[config.mk]
export PLATFORM = sky130hd
export DESIGN_NAME = sorted_priority_queue_unit
export DESIGN_NICKNAME = d
export VERILOG_FILES = /design/src/design/spq_pkg.sv /design/src/design/spq_front.sv /design/src/design/spq_back.sv /design/src/design/sorted_priority_queue_unit.sv
export SDC_FILE = /design/constraint.sdc
export NUM_CORES = 2
export LEC_CHECK = 0
export BUFFER_PORTS_ARGS = -buffer_cell sky130_fd_sc_hd__buf_4
export CORE_MARGIN = 5
export CORE_UTILIZATION = 65
export CTS_BUF_LIST = sky130_fd_sc_hd__clkbuf_4 sky130_fd_sc_hd__clkbuf_8
export DETAILED_ROUTE_END_ITERATION = 6
export GPL_ROUTABILITY_DRIVEN = 0
export PLACE_DENSITY = 0.82
export SYNTH_ARGS = -nofsm -noshare
export SYNTH_HDL_FRONTEND = slang
export SYNTH_SLANG_ARGS = --single-unit
[constraint.sdc]
create_clock -name clk -period 8 [get_ports clk]
set_input_delay 0.8 -clock clk [delete_from_list [all_inputs] [get_ports clk]]
set_output_delay 0.8 -clock clk [all_outputs]
set_load 0.02 [all_outputs]
[src/design/spq_pkg.sv]
package spq_pkg;

  // Operation carried by one request.
  typedef enum logic {
    OP_ENQ = 1'b0,
    OP_DEQ = 1'b1
  } op_t;

  // Status reported with every result.
  typedef enum logic [1:0] {
    ST_DONE  = 2'd0,
    ST_EMPTY = 2'd1,
    ST_FULL  = 2'd2
  } status_t;

  // Widths of the stream fields.
  localparam int FIELD_BITS   = 16;
  localparam int OCC_OUT_BITS = 5;

  // Command queue between the front and the back.
  localparam int QDEPTH     = 2;
  localparam int QPTR_BITS  = 1;
  localparam int QFILL_BITS = 2;

  // Decoded request handed from the front to the back.
  typedef struct packed {
    op_t                   op;
    logic [FIELD_BITS-1:0] id;
    logic [FIELD_BITS-1:0] count;
  } cmd_t;

  // Result handed from the back to the output port.
  typedef struct packed {
    logic [FIELD_BITS-1:0]   id;
    logic [FIELD_BITS-1:0]   count;
    status_t                 status;
    logic [OCC_OUT_BITS-1:0] occ;
  } result_t;

endpackage

[src/design/spq_front.sv]
module spq_front (
  input  logic            clk,
  input  logic            rst,
  input  logic            s_tvalid,
  output logic            s_tready,
  input  logic [31:0]     s_tdata,   // item_id [15:0], item_count [31:16]
  input  logic [0:0]      s_tuser,   // action [0]
  output logic            cmd_valid,
  input  logic            cmd_ready,
  output spq_pkg::cmd_t   cmd
);

  spq_pkg::cmd_t                     q [spq_pkg::QDEPTH];
  spq_pkg::cmd_t                     cmd_in;
  logic [spq_pkg::QPTR_BITS-1:0]     wr_ptr;
  logic [spq_pkg::QPTR_BITS-1:0]     rd_ptr;
  logic [spq_pkg::QFILL_BITS-1:0]    fill;
  logic                              push;
  logic                              pop;

  // Decode the incoming request into a command.
  always_comb begin
    cmd_in.op    = spq_pkg::op_t'(s_tuser[0]);
    cmd_in.id    = s_tdata[15:0];
    cmd_in.count = s_tdata[31:16];
  end

  // Queue handshakes on both sides.
  assign s_tready  = (fill != spq_pkg::QFILL_BITS'(spq_pkg::QDEPTH));
  assign cmd_valid = (fill != '0);
  assign push      = s_tvalid && s_tready;
  assign pop       = cmd_valid && cmd_ready;
  assign cmd       = q[rd_ptr];

  // Pointers and fill level.
  always_ff @(posedge clk) begin
    if (rst) begin
      wr_ptr <= '0;
      rd_ptr <= '0;
      fill   <= '0;
    end else begin
      if (push) begin
        wr_ptr <= wr_ptr + 1'b1;
      end
      if (pop) begin
        rd_ptr <= rd_ptr + 1'b1;
      end
      case ({push, pop})
        2'b10:   fill <= fill + 1'b1;
        2'b01:   fill <= fill - 1'b1;
        default: fill <= fill;
      endcase
    end
  end

  // Queue storage.
  always_ff @(posedge clk) begin
    if (push) begin
      q[wr_ptr] <= cmd_in;
    end
  end

endmodule

[src/design/spq_back.sv]
module spq_back #(
  parameter int CAPACITY   = 16,
  parameter int ID_BITS    = 16,
  parameter int COUNT_BITS = 16
) (
  input  logic              clk,
  input  logic              rst,
  input  logic              cmd_valid,
  output logic              cmd_ready,
  input  spq_pkg::cmd_t     cmd,
  output logic              res_valid,
  input  logic              res_ready,
  output spq_pkg::result_t  res
);

  localparam int OCC_BITS = $clog2(CAPACITY + 1);

  logic [ID_BITS-1:0]    slot_id    [CAPACITY];
  logic [COUNT_BITS-1:0] slot_count [CAPACITY];
  logic [ID_BITS-1:0]    up_id      [CAPACITY];
  logic [COUNT_BITS-1:0] up_count   [CAPACITY];
  logic [ID_BITS-1:0]    dn_id      [CAPACITY];
  logic [COUNT_BITS-1:0] dn_count   [CAPACITY];
  logic [CAPACITY-1:0]   gt;
  logic [CAPACITY-1:0]   prev_gt;
  logic [OCC_BITS-1:0]   occ;
  logic [OCC_BITS-1:0]   occ_next;
  logic [ID_BITS-1:0]    new_id;
  logic [COUNT_BITS-1:0] new_count;
  logic                  take;
  logic                  full;
  logic                  empty;
  logic                  do_enq;
  logic                  do_deq;
  spq_pkg::result_t      res_next;

  // One command per cycle whenever the result register is free or draining.
  assign cmd_ready = !res_valid || res_ready;
  assign take      = cmd_valid && cmd_ready;
  assign full      = (occ == OCC_BITS'(CAPACITY));
  assign empty     = (occ == '0);
  assign do_enq    = take && (cmd.op == spq_pkg::OP_ENQ) && !full;
  assign do_deq    = take && (cmd.op == spq_pkg::OP_DEQ) && !empty;
  assign new_id    = ID_BITS'(32'(cmd.id));
  assign new_count = COUNT_BITS'(32'(cmd.count));

  // Per-slot compare and neighbor wiring.
  for (genvar i = 0; i < CAPACITY; i++) begin : g_slot
    localparam logic [OCC_BITS-1:0] SLOT_IDX = OCC_BITS'(i);

    assign gt[i] = (occ > SLOT_IDX) && (slot_count[i] > new_count);

    if (i == 0) begin : g_head
      assign prev_gt[i]  = 1'b1;
      assign up_id[i]    = slot_id[i];
      assign up_count[i] = slot_count[i];
    end else begin : g_body
      assign prev_gt[i]  = gt[i-1];
      assign up_id[i]    = slot_id[i-1];
      assign up_count[i] = slot_count[i-1];
    end

    if (i == CAPACITY - 1) begin : g_tail
      assign dn_id[i]    = slot_id[i];
      assign dn_count[i] = slot_count[i];
    end else begin : g_inner
      assign dn_id[i]    = slot_id[i+1];
      assign dn_count[i] = slot_count[i+1];
    end
  end

  // Sorted slots: insert after the strictly greater prefix, or shift toward the head.
  always_ff @(posedge clk) begin
    for (int i = 0; i < CAPACITY; i++) begin
      if (do_enq && !gt[i]) begin
        slot_id[i]    <= prev_gt[i] ? new_id : up_id[i];
        slot_count[i] <= prev_gt[i] ? new_count : up_count[i];
      end else if (do_deq) begin
        slot_id[i]    <= dn_id[i];
        slot_count[i] <= dn_count[i];
      end
    end
  end

  // Occupancy after this command.
  always_comb begin
    occ_next = occ;
    if (do_enq) begin
      occ_next = occ + OCC_BITS'(1);
    end else if (do_deq) begin
      occ_next = occ - OCC_BITS'(1);
    end
  end

  always_ff @(posedge clk) begin
    if (rst) begin
      occ <= '0;
    end else begin
      occ <= occ_next;
    end
  end

  // Result of the current command.
  always_comb begin
    res_next.id     = '0;
    res_next.count  = '0;
    res_next.status = spq_pkg::ST_DONE;
    res_next.occ    = spq_pkg::OCC_OUT_BITS'(32'(occ_next));
    if (cmd.op == spq_pkg::OP_ENQ) begin
      if (full) begin
        res_next.status = spq_pkg::ST_FULL;
      end
    end else if (empty) begin
      res_next.status = spq_pkg::ST_EMPTY;
    end else begin
      res_next.id    = spq_pkg::FIELD_BITS'(32'(slot_id[0]));
      res_next.count = spq_pkg::FIELD_BITS'(32'(slot_count[0]));
    end
  end

  // Output register.
  always_ff @(posedge clk) begin
    if (rst) begin
      res_valid <= 1'b0;
    end else if (take) begin
      res_valid <= 1'b1;
    end else if (res_ready) begin
      res_valid <= 1'b0;
    end
  end

  always_ff @(posedge clk) begin
    if (take) begin
      res <= res_next;
    end
  end

endmodule

[src/design/sorted_priority_queue_unit.sv]
// Channel   Dir  tdata                                          tuser
// s_*       in   item_id [15:0], item_count [31:16]             action [0]
// m_*       out  out_id [15:0], out_count [31:16], occ [36:32]  status [1:0]
//
// A request is written into the command queue at the edge that accepts it and its
// result is loaded into the output register when the back takes the command.
// One request per cycle is sustained while the output is not stalled; the per-slot
// compare-and-shift array then executes one command each cycle.
// Reset empties the queue, the command queue and the output register at once.
// A stalled output holds its result while the front keeps taking up to two requests.
module sorted_priority_queue_unit #(
  parameter int CAPACITY   = 16,
  parameter int ID_BITS    = 16,
  parameter int COUNT_BITS = 16
) (
  input  logic        clk,
  input  logic        rst,
  input  logic        s_tvalid,
  output logic        s_tready,
  input  logic [31:0] s_tdata,   // item_id [15:0], item_count [31:16]
  input  logic [0:0]  s_tuser,   // action [0]
  output logic        m_tvalid,
  input  logic        m_tready,
  output logic [39:0] m_tdata,   // out_id [15:0], out_count [31:16], occupancy_now [36:32]
  output logic [1:0]  m_tuser    // status [1:0]
);

  logic              cmd_valid;
  logic              cmd_ready;
  spq_pkg::cmd_t     cmd;
  spq_pkg::result_t  res;

  // Front: accept, decode and queue requests.
  spq_front u_front (
    .clk       (clk),
    .rst       (rst),
    .s_tvalid  (s_tvalid),
    .s_tready  (s_tready),
    .s_tdata   (s_tdata),
    .s_tuser   (s_tuser),
    .cmd_valid (cmd_valid),
    .cmd_ready (cmd_ready),
    .cmd       (cmd)
  );

  // Back: sorted slot array and output register.
  spq_back #(
    .CAPACITY   (CAPACITY),
    .ID_BITS    (ID_BITS),
    .COUNT_BITS (COUNT_BITS)
  ) u_back (
    .clk       (clk),
    .rst       (rst),
    .cmd_valid (cmd_valid),
    .cmd_ready (cmd_ready),
    .cmd       (cmd),
    .res_valid (m_tvalid),
    .res_ready (m_tready),
    .res       (res)
  );

  // Pack the result onto the output stream.
  assign m_tdata = {3'b000, res.occ, res.count, res.id};
  assign m_tuser = res.status;

endmodule

; Word-level counts from Yosys, hierarchy flattened
; Memory sizes are Yosys's and may differ from the RTL's. A register that Yosys moved wholly into a read port is not among the register bits.
; Index checks and enable logic that the tools add are counted.
[totals]
ff_bits = 49
mem_bits_rw = 578
in_bits = 37
output_inout_bits = 44
wordCells = 289
memories = 3
[op_classes]
add_sub_neg = 6
order_cmp = 32
eq_ne = 4
mux = 139
bitwise_logic = 33
reduce_logical = 63
[mem_list]
columns = name, words, word_bits, rd, rd_clocked_by_memory_dff, write_ports, line_no
row1 = u_back.slot_count, 16, 16, 16, 0, 16, spq_back.sv:19  ; logic [COUNT_BITS-1:0] slot_count [CAPACITY];
row2 = u_back.slot_id, 16, 16, 16, 0, 16, spq_back.sv:18  ; logic [ID_BITS-1:0] slot_id [CAPACITY];
row3 = u_front.q, 2, 33, 1, 1, 1, spq_front.sv:13  ; spq_pkg::cmd_t q [spq_pkg::QDEPTH];
[op_table]
columns = operator, n
row1 = $mux 16, 62
row2 = $gt 16x16->1, 16
row3 = $mux 1, 72
row4 = $gt 5x4->1 const B, 8
row5 = $logic_and 1x1->1, 38
row6 = $or 1x1->1, 32
row7 = $gt 5x3->1 const B, 4
row8 = $logic_not 1->1, 19
row9 = $gt 5x1->1 const B, 2
row10 = $gt 5x2->1 const B, 2
row11 = $mux 5, 2
row12 = $reduce_bool 2->1, 3
row13 = $add 5x1->5 const B, 1
row14 = $eq 5x5->1 const B, 1
row15 = $logic_not 5->1, 1
row16 = $sub 5x1->5 const B, 1
row17 = $mux 2, 2
row18 = $pmux 2 s2, 1
row19 = $add 1x1->1 const B, 2
row20 = $add 2x1->2 const B, 1
row21 = $eq 2x1->1 const B, 1
row22 = $eq 2x2->1 const B, 1
row23 = $ne 2x2->1 const B, 1
row24 = $reduce_or 2->1, 1
row25 = other kinds (3), 3

; Logic depth before layout (Yosys ltp)
[logic_depth]
depth_word = 9
ltp_mapped = 15
depth_no_buf = 10

; Hierarchy
; Synthesis repeated with hierarchy kept, for this count alone.
[unflattened]
cells_unflattened = 3512
area_unflattened_um2 = 36917.9
[by_module_without_submodules]
columns = mod, n_inst, cells_per_inst, area_per_inst_um2, seq_area_each_um2
row1 = spq_back, 1, 3381, 34295.4, 16666.0
row2 = spq_front, 1, 127, 2596.2, 2082.0
row3 = sorted_priority_queue_unit, 1, 4, 26.3, 0.0

; Least setup slack after synthesis
; OpenSTA, ideal clock, no wires.
[synth_timing]
path_type = reg-to-reg
start = register (tool-made name)
end = memory u_back.slot_count[8][0] (enable)
setup_ps = 466
t_arrival_ps = 5706
required_ps = 7534
path_slack_ps = 1828
path_stages_with_launch = 14
path_buffers = 4
synth_period_minus_slack_ps = 6172
path_cell_list = dfxtp_1 -> buf_2 -> clkbuf_1 -> mux2_2 -> clkbuf_1 -> inv_1 -> ha_1 -> a211oi_1 -> o21ai_0 -> nor3b_1 -> a2111oi_1 -> a21oi_4 -> buf_2 -> o21ai_0
[synth_rtl]
columns = item, line_no
row1 = "end, declared", spq_back.sv:19

==> impl_results.md <==
- Status: complete, no violations
- Routed WL per cell: 22.0 µm
- Sequential element share of the synthesized area: 52.5%
- Vias in the first global route: 26700
- Global Route Usage Sum: 28.2%
- Max VDD drop: 0.000230 V
- Worst hold slack: 279 ps
- Later-pin clock latency in the skew report: 720 ps
- Clock Tree Root: clkbuf_8
- Final Slew Violations: 0
- Die X-Extent: 244 µm
- Most used routing layer in global routing: met2
- Final wirelength: 86500 µm
- Switching Fraction: 41.6%
- Hold Violations, Final: 0
- Filler cell count: 3670
- Dominant cell type by area after synthesis: edfxtp_1
- Full die area: 59700 µm²
- Power per cell area: 484 nW/µm²
- FFs w/ async S/R, synth: 0%
- Final total power: 0.0187 W
- Largest net degree at the start of global routing: 202
- Initial antenna violation count: 2
- Bufs and invs on worst path: 3
- Row cnt: 85
- CTS resizes: 0
- Global-route wire length before repair: 138000 µm
- Mapped Cells: 3141
- Largest stage delay, worst path: 790 ps
- Seq pwr share: 40.1%
- Synth Register Bits: 628
- RSZ-0062 raised after global routing: false
- Synth-to-Final Area Change: 8.21%
- Leakage: 13.2 nW
- Avg Inst Size Synth: 11.4 µm²
- Post-synth top flop: edfxtp_1
- Setup TNS: 0 ps
- CP top delay family: buffers and inverters
- Synth top cells by count: 617 x edfxtp_1, 498 x nand2_1, 436 x mux2i_1
- CP max FO: 19
- Hpwl dp: 60900 µm
- Final #Nets: 3457
- YS warnings: 0
- Switching power: 0.00778 W
- WP data required: 8430 ps
- Grt total ovfl: 0
- Crit-path cells: buf_4, mux2_2, inv_1, ha_1, nand3_1, or4_1, a21oi_1, a211oi_1, a211oi_4, buf_4, mux2i_1, o21ai_1
- EDFF count, synth: 617
- Detailed Route Iter0 Violations: 2344
- Final core occ: 71.4%
- Top post-synthesis cells by area: edfxtp_1 52%, mux2i_1 12%, ha_1 9.2%
- Worst Skew: 39.0 ps
- Max Cap Violations: 0
- Vias post-DR: 25700
- Hold-fix buffers, CTS: 0
- Residual DRC count: 0
- TritonCTS Sinks: 628
- Min-delay src: s_tdata[24]
- CTS tree: yes
- F_max: 182 MHz
- Netlist cell types: 58
- DRT Pass-1 Iters: 5
- Crit. End Element: register
- Worst slew margin: 18.1%
- Setup Viol. Count Final: 0
- Initial Util: 65.9%
- CP max stage cell: a211oi_4
- Crit Path Class: reg2reg
- ANT nets after route: 0
- Core area: 54100 µm²
- CP most frequent cell: buf_4
- Post-CTS Setup Repair Bufs: 0
- GR Layer Usage met3: 4.92%
- CP arrival: 5930 ps
- Crit path launch type: register
- Logic pwr share: 45.1%
- Grt met2 use: 48.3%
- DR vias/cell: 6.53
- CTS buffer count: 101
- Slew @ Worst Pin: 1220 ps
- Clock power share: 14.9%
- Most used standard cell by instance count after synthesis: edfxtp_1
- Period minus WS final: 5500 ps
- Clk slew on worst S/H paths: 60 ps
- CTS H-tree depth: 3
- P_int: 0.0109 W
- I/O pin count: 81
- GR Util met1: 35.4%
- Syn Std Cell Area: 35700 µm²
- Port bufs: 77
- Die height: 244 µm
- Hold crit path type: in2reg
- Area share of the largest cell type after synthesis: 51.9%
- Ratio of cells with drive above 1 in the final layout: 11.9%
- CTS max path bufs: 3
- Crit share post-route: 68.7%
[final cells by class]
class	instances	area, µm²	share of cell area, %
Sequential cell	628	18700	48.5
Clock inverter	33	230	0.596
Multi-Input combinational cell	2266	15900	41.2
Tap cell	696	871	2.25
Inverter	42	158	0.408
Clock buffer	144	1750	4.53
Timing Repair Buffer	119	943	2.44
Antenna cell	2	5.00	0.0130
[through the flow]
step,instance area (µm²),std cells,worst slack (ps)
floorplan,35700,3143,1830
global placement,36600,3751,2730
detailed placement,36600,3751,2580
CTS,38600,3928,2550
global route,38600,3930,2200
finish,38600,3930,2500
[power groups by stage]
stage | Combinational, W | Sequential [W] | Clock [W]
2_1_floorplan | 0.00595 | 0.00727 | 0
3_3_place_gp | 0.00774 | 0.00746 | 0
3_5_place_dp | 0.00828 | 0.00748 | 0
4_1_cts | 0.00834 | 0.00745 | 0.00280
5_1_grt | 0.00930 | 0.00761 | 0.00296
6_report | 0.00843 | 0.00749 | 0.00278
[logic make-up (layout without fill, tap and decap cells)]
group	after synthesis	after routing	synth area share, %
AND/OR/NAND/NOR	766	766	9.18
buffers and inverters	249	338	3.32
other	1	5	0.0105
adder cells (fa/ha/maj)	262	262	9.18
AO/OA/AOI/OAI	728	728	11.4
multiplexers	500	500	14.2
XOR/XNOR	7	7	0.172
flip-flops	628	628	52.5
[final timing paths]
| kind | endpoint | slack, ps | cells past startpoint |
|---|---|---|---|
| worst max-delay path | u_back.slot_count[12][13] | 2500 | 12 |
| worst min-delay path | u_front.q[0][8] | 280 | 1 |
| worst max register to register | u_back.slot_count[12][13] | 2500 | 12 |
| worst min register to register | u_back.res_valid | 510 | 2 |
[state kept, by name, summed over array words and instances (netlist names), named ones only]
register,cells
u_front.rd_ptr,1
u_front.wr_ptr,1
u_back.res,39
u_back.slot_id,256
u_back.res_valid,1
u_back.occ,5
u_front.q,66
u_front.fill,2
u_back.slot_count,256
[cell usage in the layout, fill, tap and decap left out, types with 17 or more instances in the layout]
master,netlist,final
clkbuf_4,0,37
mux2_2,64,64
ha_1,262,262
clkinv_1,1,17
buf_4,19,115
a21o_1,53,53
edfxtp_1,617,617
nor2_1,100,99
o21ai_1,115,115
nand2_1,498,497
a21oi_1,107,106
mux2i_1,436,436
nand3_1,24,24
nand4_1,48,48
and2_1,33,32
clkbuf_8,0,107
nor2b_1,17,17
o21ai_0,388,373
inv_1,41,41
[layer usage]
layer | vias up | part of all wire (%)
li1 | 11700 | -
met1 | 12600 | 40
met2 | 1071 | 50
met3 | 258 | 6.5
met4 | 2 | 3.5
met5 | - | 0.014
Power figures use the tool's default switching activity.
